## config.mk

```make
export PLATFORM = sky130hd
export DESIGN_NAME = grp_cell
export DESIGN_NICKNAME = d
export VERILOG_FILES = /design/src/rtl/grp_pkg.sv /design/src/rtl/grp_cell.sv
export SDC_FILE = /design/constraint.sdc
export NUM_CORES = 1
export LEC_CHECK = 0
export ABC_AREA = 1
export BUFFER_PORTS_ARGS = -buffer_cell sky130_fd_sc_hd__buf_4
export CORE_ASPECT_RATIO = 1.2
export CORE_MARGIN = 5
export CORE_UTILIZATION = 44
export DETAILED_ROUTE_END_ITERATION = 16
export PLACE_DENSITY = 0.64
export SLEW_MARGIN = 10
export SYNTH_ARGS = -nofsm -noshare
export SYNTH_HDL_FRONTEND = slang
export SYNTH_SLANG_ARGS = --single-unit
```

## constraint.sdc

```tcl
create_clock -name clk -period 7.6 [get_ports clk]
set_clock_uncertainty 0.1 [all_clocks]
set_input_delay 0.76 -clock clk [delete_from_list [all_inputs] [get_ports clk]]
set_output_delay 0.76 -clock clk [all_outputs]
set_load 0.02 [all_outputs]
```

## src/rtl/grp_pkg.sv

```systemverilog
// glyph rectangle packer package: shared types and constants
// no dependencies
package grp_pkg;

  localparam int unsigned CfgIdxW = 2;
  localparam int unsigned CfgDataW = 13;

  typedef enum logic [CfgIdxW-1:0] {
    CFG_SCAN_STEP   = 2'd0,
    CFG_AREA_WIDTH  = 2'd1,
    CFG_AREA_HEIGHT = 2'd2
  } cfg_idx_t;

  typedef struct packed {
    logic [7:0] rect_width;
    logic [7:0] rect_height;
    logic       first_of_pass;
  } in_word_t;

  typedef struct packed {
    logic [11:0] pos_x;
    logic [11:0] pos_y;
    logic        placed;
  } out_word_t;

  // candidate and stored rectangle, signed coordinates wide enough for any area
  typedef struct packed {
    logic signed [15:0] x;
    logic signed [15:0] y;
    logic signed [15:0] w;
    logic signed [15:0] h;
  } rect_t;

  // control travelling along the chain of cells
  typedef struct packed {
    logic  start;
    rect_t cand;
  } chain_cmd_t;

  typedef enum logic [2:0] {
    ST_IDLE,
    ST_SETUP,
    ST_ROW,
    ST_TEST,
    ST_WAIT,
    ST_DONE
  } state_t;

endpackage

```

## src/rtl/grp_cell.sv

```systemverilog
// glyph rectangle packer: one store cell, holds one placed rectangle
// depends on grp_pkg
module grp_cell (
  input  logic              clk,
  input  logic              rst,
  input  logic              clear,
  input  logic              load,
  input  grp_pkg::rect_t    load_rect,
  input  grp_pkg::chain_cmd_t cmd_in,
  input  logic              hit_in,
  input  logic              valid_in,
  output grp_pkg::chain_cmd_t cmd_out,
  output logic              hit_out,
  output logic              valid_out
);

  grp_pkg::rect_t held;
  logic           full;
  logic           overlap;

  always_comb begin
    overlap = full &&
              (cmd_in.cand.x <= held.x + held.w) &&
              (cmd_in.cand.x + cmd_in.cand.w >= held.x) &&
              (cmd_in.cand.y <= held.y + held.h) &&
              (cmd_in.cand.y + cmd_in.cand.h >= held.y);
  end

  always_ff @(posedge clk) begin
    if (rst || clear) begin
      full      <= 1'b0;
      valid_out <= 1'b0;
    end else begin
      if (load) begin
        full <= 1'b1;
      end
      valid_out <= valid_in;
    end
    if (load) begin
      held <= load_rect;
    end
    cmd_out <= cmd_in;
    hit_out <= hit_in | (valid_in & overlap);
  end

endmodule

```

==> flow_summary.json, run 1 <==
{
  "status": "complete, no violations",
  "final_cell_mix": "buf_4, nand2_1, ha_1",
  "ant_nets": 0,
  "yosysSeqAreaShare_pct": 42.1,
  "path_clk_slew_ps": 60,
  "p_per_area_mw_per_mm2": 226,
  "syn_nets": 1088,
  "numCtsBuffers": 17,
  "yosysUniqueCellTypes": 32,
  "instances_no_fill": 1278,
  "pre_cts_ws_ps": 4070,
  "die-area_mm2": 0.0205,
  "grt_first_pass_wirelength_mm": 30.6,
  "final_util_pct": 58.1,
  "max_stage_delay_ps": 410,
  "max_slew_margin_pct": 45.2,
  "drt_drc_violations_left": 0,
  "drt_wl_total_mm": 19.3,
  "cts.path.max_buffers": 2,
  "cts_hold_buf": 0,
  "grt_start_max_net_pins": 66,
  "first_iter_violations": 259,
  "timing.final.ws_setup_ps": 4150,
  "max_freq_mhz": 290,
  "cellLeakagePower_uw": 0.00503,
  "cp-start-kind": "flop",
  "min_period_ps": 3450,
  "vias": 6285,
  "path_class": "flop to flop",
  "ios": 202,
  "cp.arrival_ps": 3670,
  "drt-vias-per-instance": 4.92,
  "post_drt_wl_per_cell_um": 15.1,
  "cp_top_family": "simple AND/OR/NAND/NOR gates",
  "start_util_pct": 44.7,
  "finalCritPeriodShare_pct": 45.4,
  "syn_inst": 825,
  "cp_slowest_cell": "fa_1",
  "crit_chain": "ha_1, inv_1, fa_1, o21ai_2, nand2_1, nand2_1, nand2_1, o21ai_1, xor2_1, ha_1, nand2_1, nor3_1, nand2_1, nand3_1, nand3_1, nand2_1, inv_1, nand3_1, nand2_1",
  "cap_violations": 0,
  "critPathLaunch": "held[48]",
  "clock_sinks": 132,
  "diodes": 0,
  "hold_viol": 0,
  "cp-end-kind": "flop",
  "syn_area_mm2": 0.00779,
  "dp_cells": 1246,
  "syn_to_final_growth_pct": 30.1,
  "numPortBuffers": 201,
  "yosysWarnings": 0,
  "fillerInstances": 1604,
  "hpwlAfterDp_mm": 16.0,
  "post_cts_buffers": 0,
  "floorplan.rows": 53,
  "nets": 1308,
  "cts-resized-gates": 0,
  "cp_common_cell": "nand2_1",
  "gp_congestion": 0.912,
  "rsz0062_at_grt": "false",
  "r2r-start": "held[48]",
  "hold_class": "primary input to flop",
  "coreArea_mm2": 0.0174,
  "path_max_fanout": 3,
  "finalSetupViolations": 0,
  "slew_violations": 0,
  "vdd.ir_drop.worst_mv": 0.151,
  "grt_usage_pct": 18.8,
  "fin_total_pwr_uw": 2290,
  "layout_commonest_cell": "buf_4",
  "tns_ps": 0,
  "cts_tree": "done",
  "grt-ovfl-total": 0,
  "insertion_delay_ps": 420,
  "worstMarginPinSlew_ps": 823,
  "die_w_um": 131,
  "htreeDepth": 4,
  "cp_num_buf_inv": 2,
  "first_global_vias": 6384,
  "die_h_um": 156,
  "cts_root_buf": "clkbuf_16",
  "ys_ff_latch": 132,
  "hold_path.startpoint": "cmd_in[64]",
  "first_pass_iters": 6,
  "worstPathRequired_ps": 7820,
  "drive_gt1_share_pct": 24.4,
  "synth_area_per_cell_um2": 9.44,
  "antenna_found_initial": 0
}
state kept, by name, summed over array words and instances (netlist names):
signal and count:
hit_out 1, cmd_out 65, full 1, valid_out 1
held 64
power by group:
part	leakage, uW	switching [uW]	internal (uW)	total [uW]
clock network	0.000267	319	454	773
registers	0.00120	18.4	797	815
logic	0.00357	403	300	704
layout make-up:
class	count	area (um^2)	share of cell area [%]
Tap cell	220	275	2.72
Timing Repair Buffer	201	1510	14.9
Clock inverter	11	73.8	0.729
Multi-Input combinational cell	587	4110	40.6
Sequential cell	132	3280	32.4
Inverter	106	398	3.93
Clock buffer	21	483	4.77
cells in the mapped netlist (all sizes together):
| master | number | area share (%) |
|---|---|---|
| nand2 | 152 | 7.5 |
| ha | 124 | 20 |
| inv | 106 | 5.1 |
| a21oi | 85 | 5.8 |
| dfxtp | 68 | 17 |
| edfxtp | 64 | 25 |
| nor2 | 46 | 2.2 |
| xor2 | 39 | 4.4 |
| nand3 | 37 | 2.5 |
| o21ai | 31 | 2.5 |
| xnor2 | 21 | 2.4 |
| a21o | 9 | 0.87 |
| nor3 | 9 | 0.58 |
| o31ai | 7 | 0.67 |
| nand4 | 6 | 0.48 |
| o21bai | 5 | 0.48 |
| fa | 4 | 1.0 |
| nand3b | 3 | 0.29 |
| o2111ai | 3 | 0.34 |
| o211ai | 2 | 0.32 |
| a21boi | 1 | 0.14 |
| a31o | 1 | 0.11 |
| o21a | 1 | 0.096 |
| or2 | 1 | 0.080 |
worst paths after layout:
kind | end | slack, ps | depth (start not counted)
min reg2reg | full | 390 | 2
min | cmd_out[64] | 340 | 1
max | hit_out | 4150 | 19
max reg2reg | hit_out | 4150 | 19
worst register-to-register path: stages (launching register included):
cell and delay, ps:
edfxtp_1 360, ha_1 180, inv_1 60, fa_1 410, o21ai_2 190, nand2_1 70
nand2_1 100, nand2_1 110, o21ai_1 290, xor2_1 110, ha_1 280, nand2_1 80
nor3_1 390, nand2_1 190, nand3_1 100, nand3_1 90, nand2_1 60, inv_1 50
nand3_1 60, nand2_1 40
kinds of logic after synthesis:
logic type / synth area share (%)
AOI/OAI and AO/OA: 11.4
and+or+nand+nor: 13.7
buffers and inverters: 5.11
DFF: 42.1
adders and majority gates: 20.9
xor gates and xnor gates: 6.75
metal layers:
layer	global-route usage [%]	up-vias	part of all wire, %
met1	19.4	2830	38
met4	6.37	0	2.4
met2	36.6	165	54
met3	5.13	35	5.2
met5	0	-	0
li1	-	3255	-
through the flow:
step	cell area (um^2)	hold slack (ps)
final	10100	343
after global routing	10100	327
after CTS	10100	328
after detailed placement	9570	377
after global placement	9570	366
after floorplan	7790	351
No activity file was read; power rests on OpenSTA's default activity.
==> run 2, diff against run 1 <==
- clock period: 7.6 -> 3.25 ns (I/O delays scaled with it)
==> run 2 against run 1 <==
Against the previous run:
- non-clock buffer count increased by 142
- total power increased by 140%
- sequential share of layout area decreased by 4.3 points
- worst setup slack got worse by 4000 ps
- register-to-register slack got worse by 4000 ps
- final area increased by 15%
- clock power increased by 140%
- routed wire length increased by 15%
- utilization increased by 9.0 points
- via count increased by 11%
- largest power group unchanged
- global-route usage increased by 2.3 points
==> flow_summary.json, run 2 (same netlist as run 1, synthesis figures left out) <==
{
  "p_per_area_mw_per_mm2": 480,
  "gp_congestion": 0.930,
  "cts_tree": "done",
  "worstPathRequired_ps": 3510,
  "clock_sinks": 132,
  "drt_drc_violations_left": 0,
  "die_h_um": 156,
  "status": "complete, no violations",
  "first_iter_violations": 283,
  "path_max_fanout": 4,
  "numCtsBuffers": 17,
  "grt_start_max_net_pins": 66,
  "min_period_ps": 3110,
  "drive_gt1_share_pct": 24.8,
  "regArea_mm2": 0.00328,
  "first_pass_iters": 4,
  "floorplan.rows": 53,
  "drt_wl_total_mm": 22.2,
  "max_freq_mhz": 321,
  "post_drt_wl_per_cell_um": 15.6,
  "grt_first_pass_wirelength_mm": 34.6,
  "die-area_mm2": 0.0205,
  "largest_reg_flops": 65,
  "max_slew_margin_pct": 45.4,
  "vdd.ir_drop.worst_mv": 0.324,
  "antenna_found_initial": 1,
  "cellLeakagePower_uw": 0.00567,
  "hold_viol": 0,
  "multi_input_area_mm2": 0.00428,
  "pre_cts_ws_ps": -11.5,
  "path_class": "primary input to flop",
  "cp-end-kind": "flop",
  "htreeDepth": 4,
  "worstMarginPinSlew_ps": 819,
  "die_w_um": 131,
  "grt-ovfl-total": 0,
  "slew_violations": 0,
  "ios": 202,
  "cts.path.max_buffers": 2,
  "nets": 1450,
  "ant_nets": 0,
  "cp.arrival_ps": 3370,
  "fillerInstances": 1351,
  "path_clk_slew_ps": 50,
  "drt-vias-per-instance": 4.92,
  "start_util_pct": 44.7,
  "insertion_delay_ps": 420,
  "hpwlAfterDp_mm": 16.5,
  "design_area_mm2": 0.0117,
  "numPortBuffers": 201,
  "finalCritPeriodShare_pct": 95.8,
  "timing.final.ws_setup_ps": 138,
  "first_global_vias": 7272,
  "cp-start-kind": "primary input",
  "syn_to_final_growth_pct": 50.1,
  "cts_root_buf": "clkbuf_16",
  "finalSetupViolations": 0,
  "hold_class": "primary input to flop",
  "top_regs": "cmd_out: 65 flops, held: 64 flops",
  "layout_commonest_cell": "buf_4",
  "cap_violations": 0,
  "coreArea_mm2": 0.0174,
  "final_cell_mix": "buf_4, nand2_1, dlygate4sd3_1",
  "placed_area_mm2": 0.00960,
  "grt_usage_pct": 21.2,
  "vias": 6993,
  "regMostFlops": "cmd_out"
}
-- run 2: cell count changes in the layout (fill, tap and decap cells not counted), moves of 3 or more --
cell / previous run / this run
ha_1: 124 / 117
o21ai_0: 20 / 17
clkinvlp_4: 3 / 0
nor2_1: 45 / 42
buf_4: 201 / 213
dlygate4sd3_1: 0 / 130
ha_4: 0 / 5
nor2_2: 1 / 4
inv_4: 1 / 4
a21oi_2: 4 / 9
a21oi_1: 80 / 74
-- run 2: area by class of cell --
class / instances / share of cell area (%)
timing repair buffer: 343 / 24.8
clock buffer: 25 / 4.43
antenna: 1 / 0.0214
tap: 220 / 2.35
clock inverter: 7 / 0.342
multi-input combinational: 587 / 36.6
sequential: 132 / 28.1
inverter: 106 / 3.40
-- run 2: per-layer routing --
metal	vias to the layer above	global-route usage [%]	part of all wire, %
met5	-	0	0
met4	0	8.67	3.5
met3	47	4.77	5.5
met2	199	41.7	55
met1	3208	21.3	36
li1	3539	-	-
-- run 2: worst paths after layout --
path	startpoint	to	slack, ps	cells after the start
setup reg to reg	held[32]	hit_out	160	21
hold reg to reg	full	full	390	2
hold / removal	valid_in	valid_out	40	3
setup / recovery	cmd_in[10]	hit_out	140	17
-- run 2: where the power goes --
part           total [uW]  leakage, uW  switching, uW  internal [uW]
clock                1820     0.000283            714           1100
combinational        1890      0.00418           1030            858
sequential           1910      0.00120           45.6           1860
total                5610      0.00567           1790           3830
-- run 2: repair_timing --
action / CTS / global route
gates resized for setup: 0 / 36
hold endpoints to repair: 130 / 0
buffers inserted: 0 / 9
hold buffers: 130 / 0
endpoints found under the setup margin: 0 / 1
-- run 2: worst max-delay path: stages --
cell           delay, ps
dlygate4sd3_1        540
buf_4                140
ha_1                 350
a21o_1               210
o21bai_1             180
a21oi_1              140
nand2_1              100
xor2_2               170
ha_1                 360
nand2_1              110
nor3_2               210
nand2_1              100
nand3_1               70
nand2_1               70
a21oi_2              150
nand3_1               90
nand2_1               50
-- run 2: through the flow --
stage	util [%]	power, uW	std cells	hold slack (ps)	setup TNS, ps
6_report	67.0	5610	1421	37.3	0
5_1_grt	67.0	5960	1421	37.1	-55.2
4_1_cts	65.7	5570	1411	22.6	0
3_5_place_dp	55.0	3610	1249	331	-11.5
3_3_place_gp	55.0	3590	1249	330	-24.4
2_1_floorplan	-	3050	825	253	0
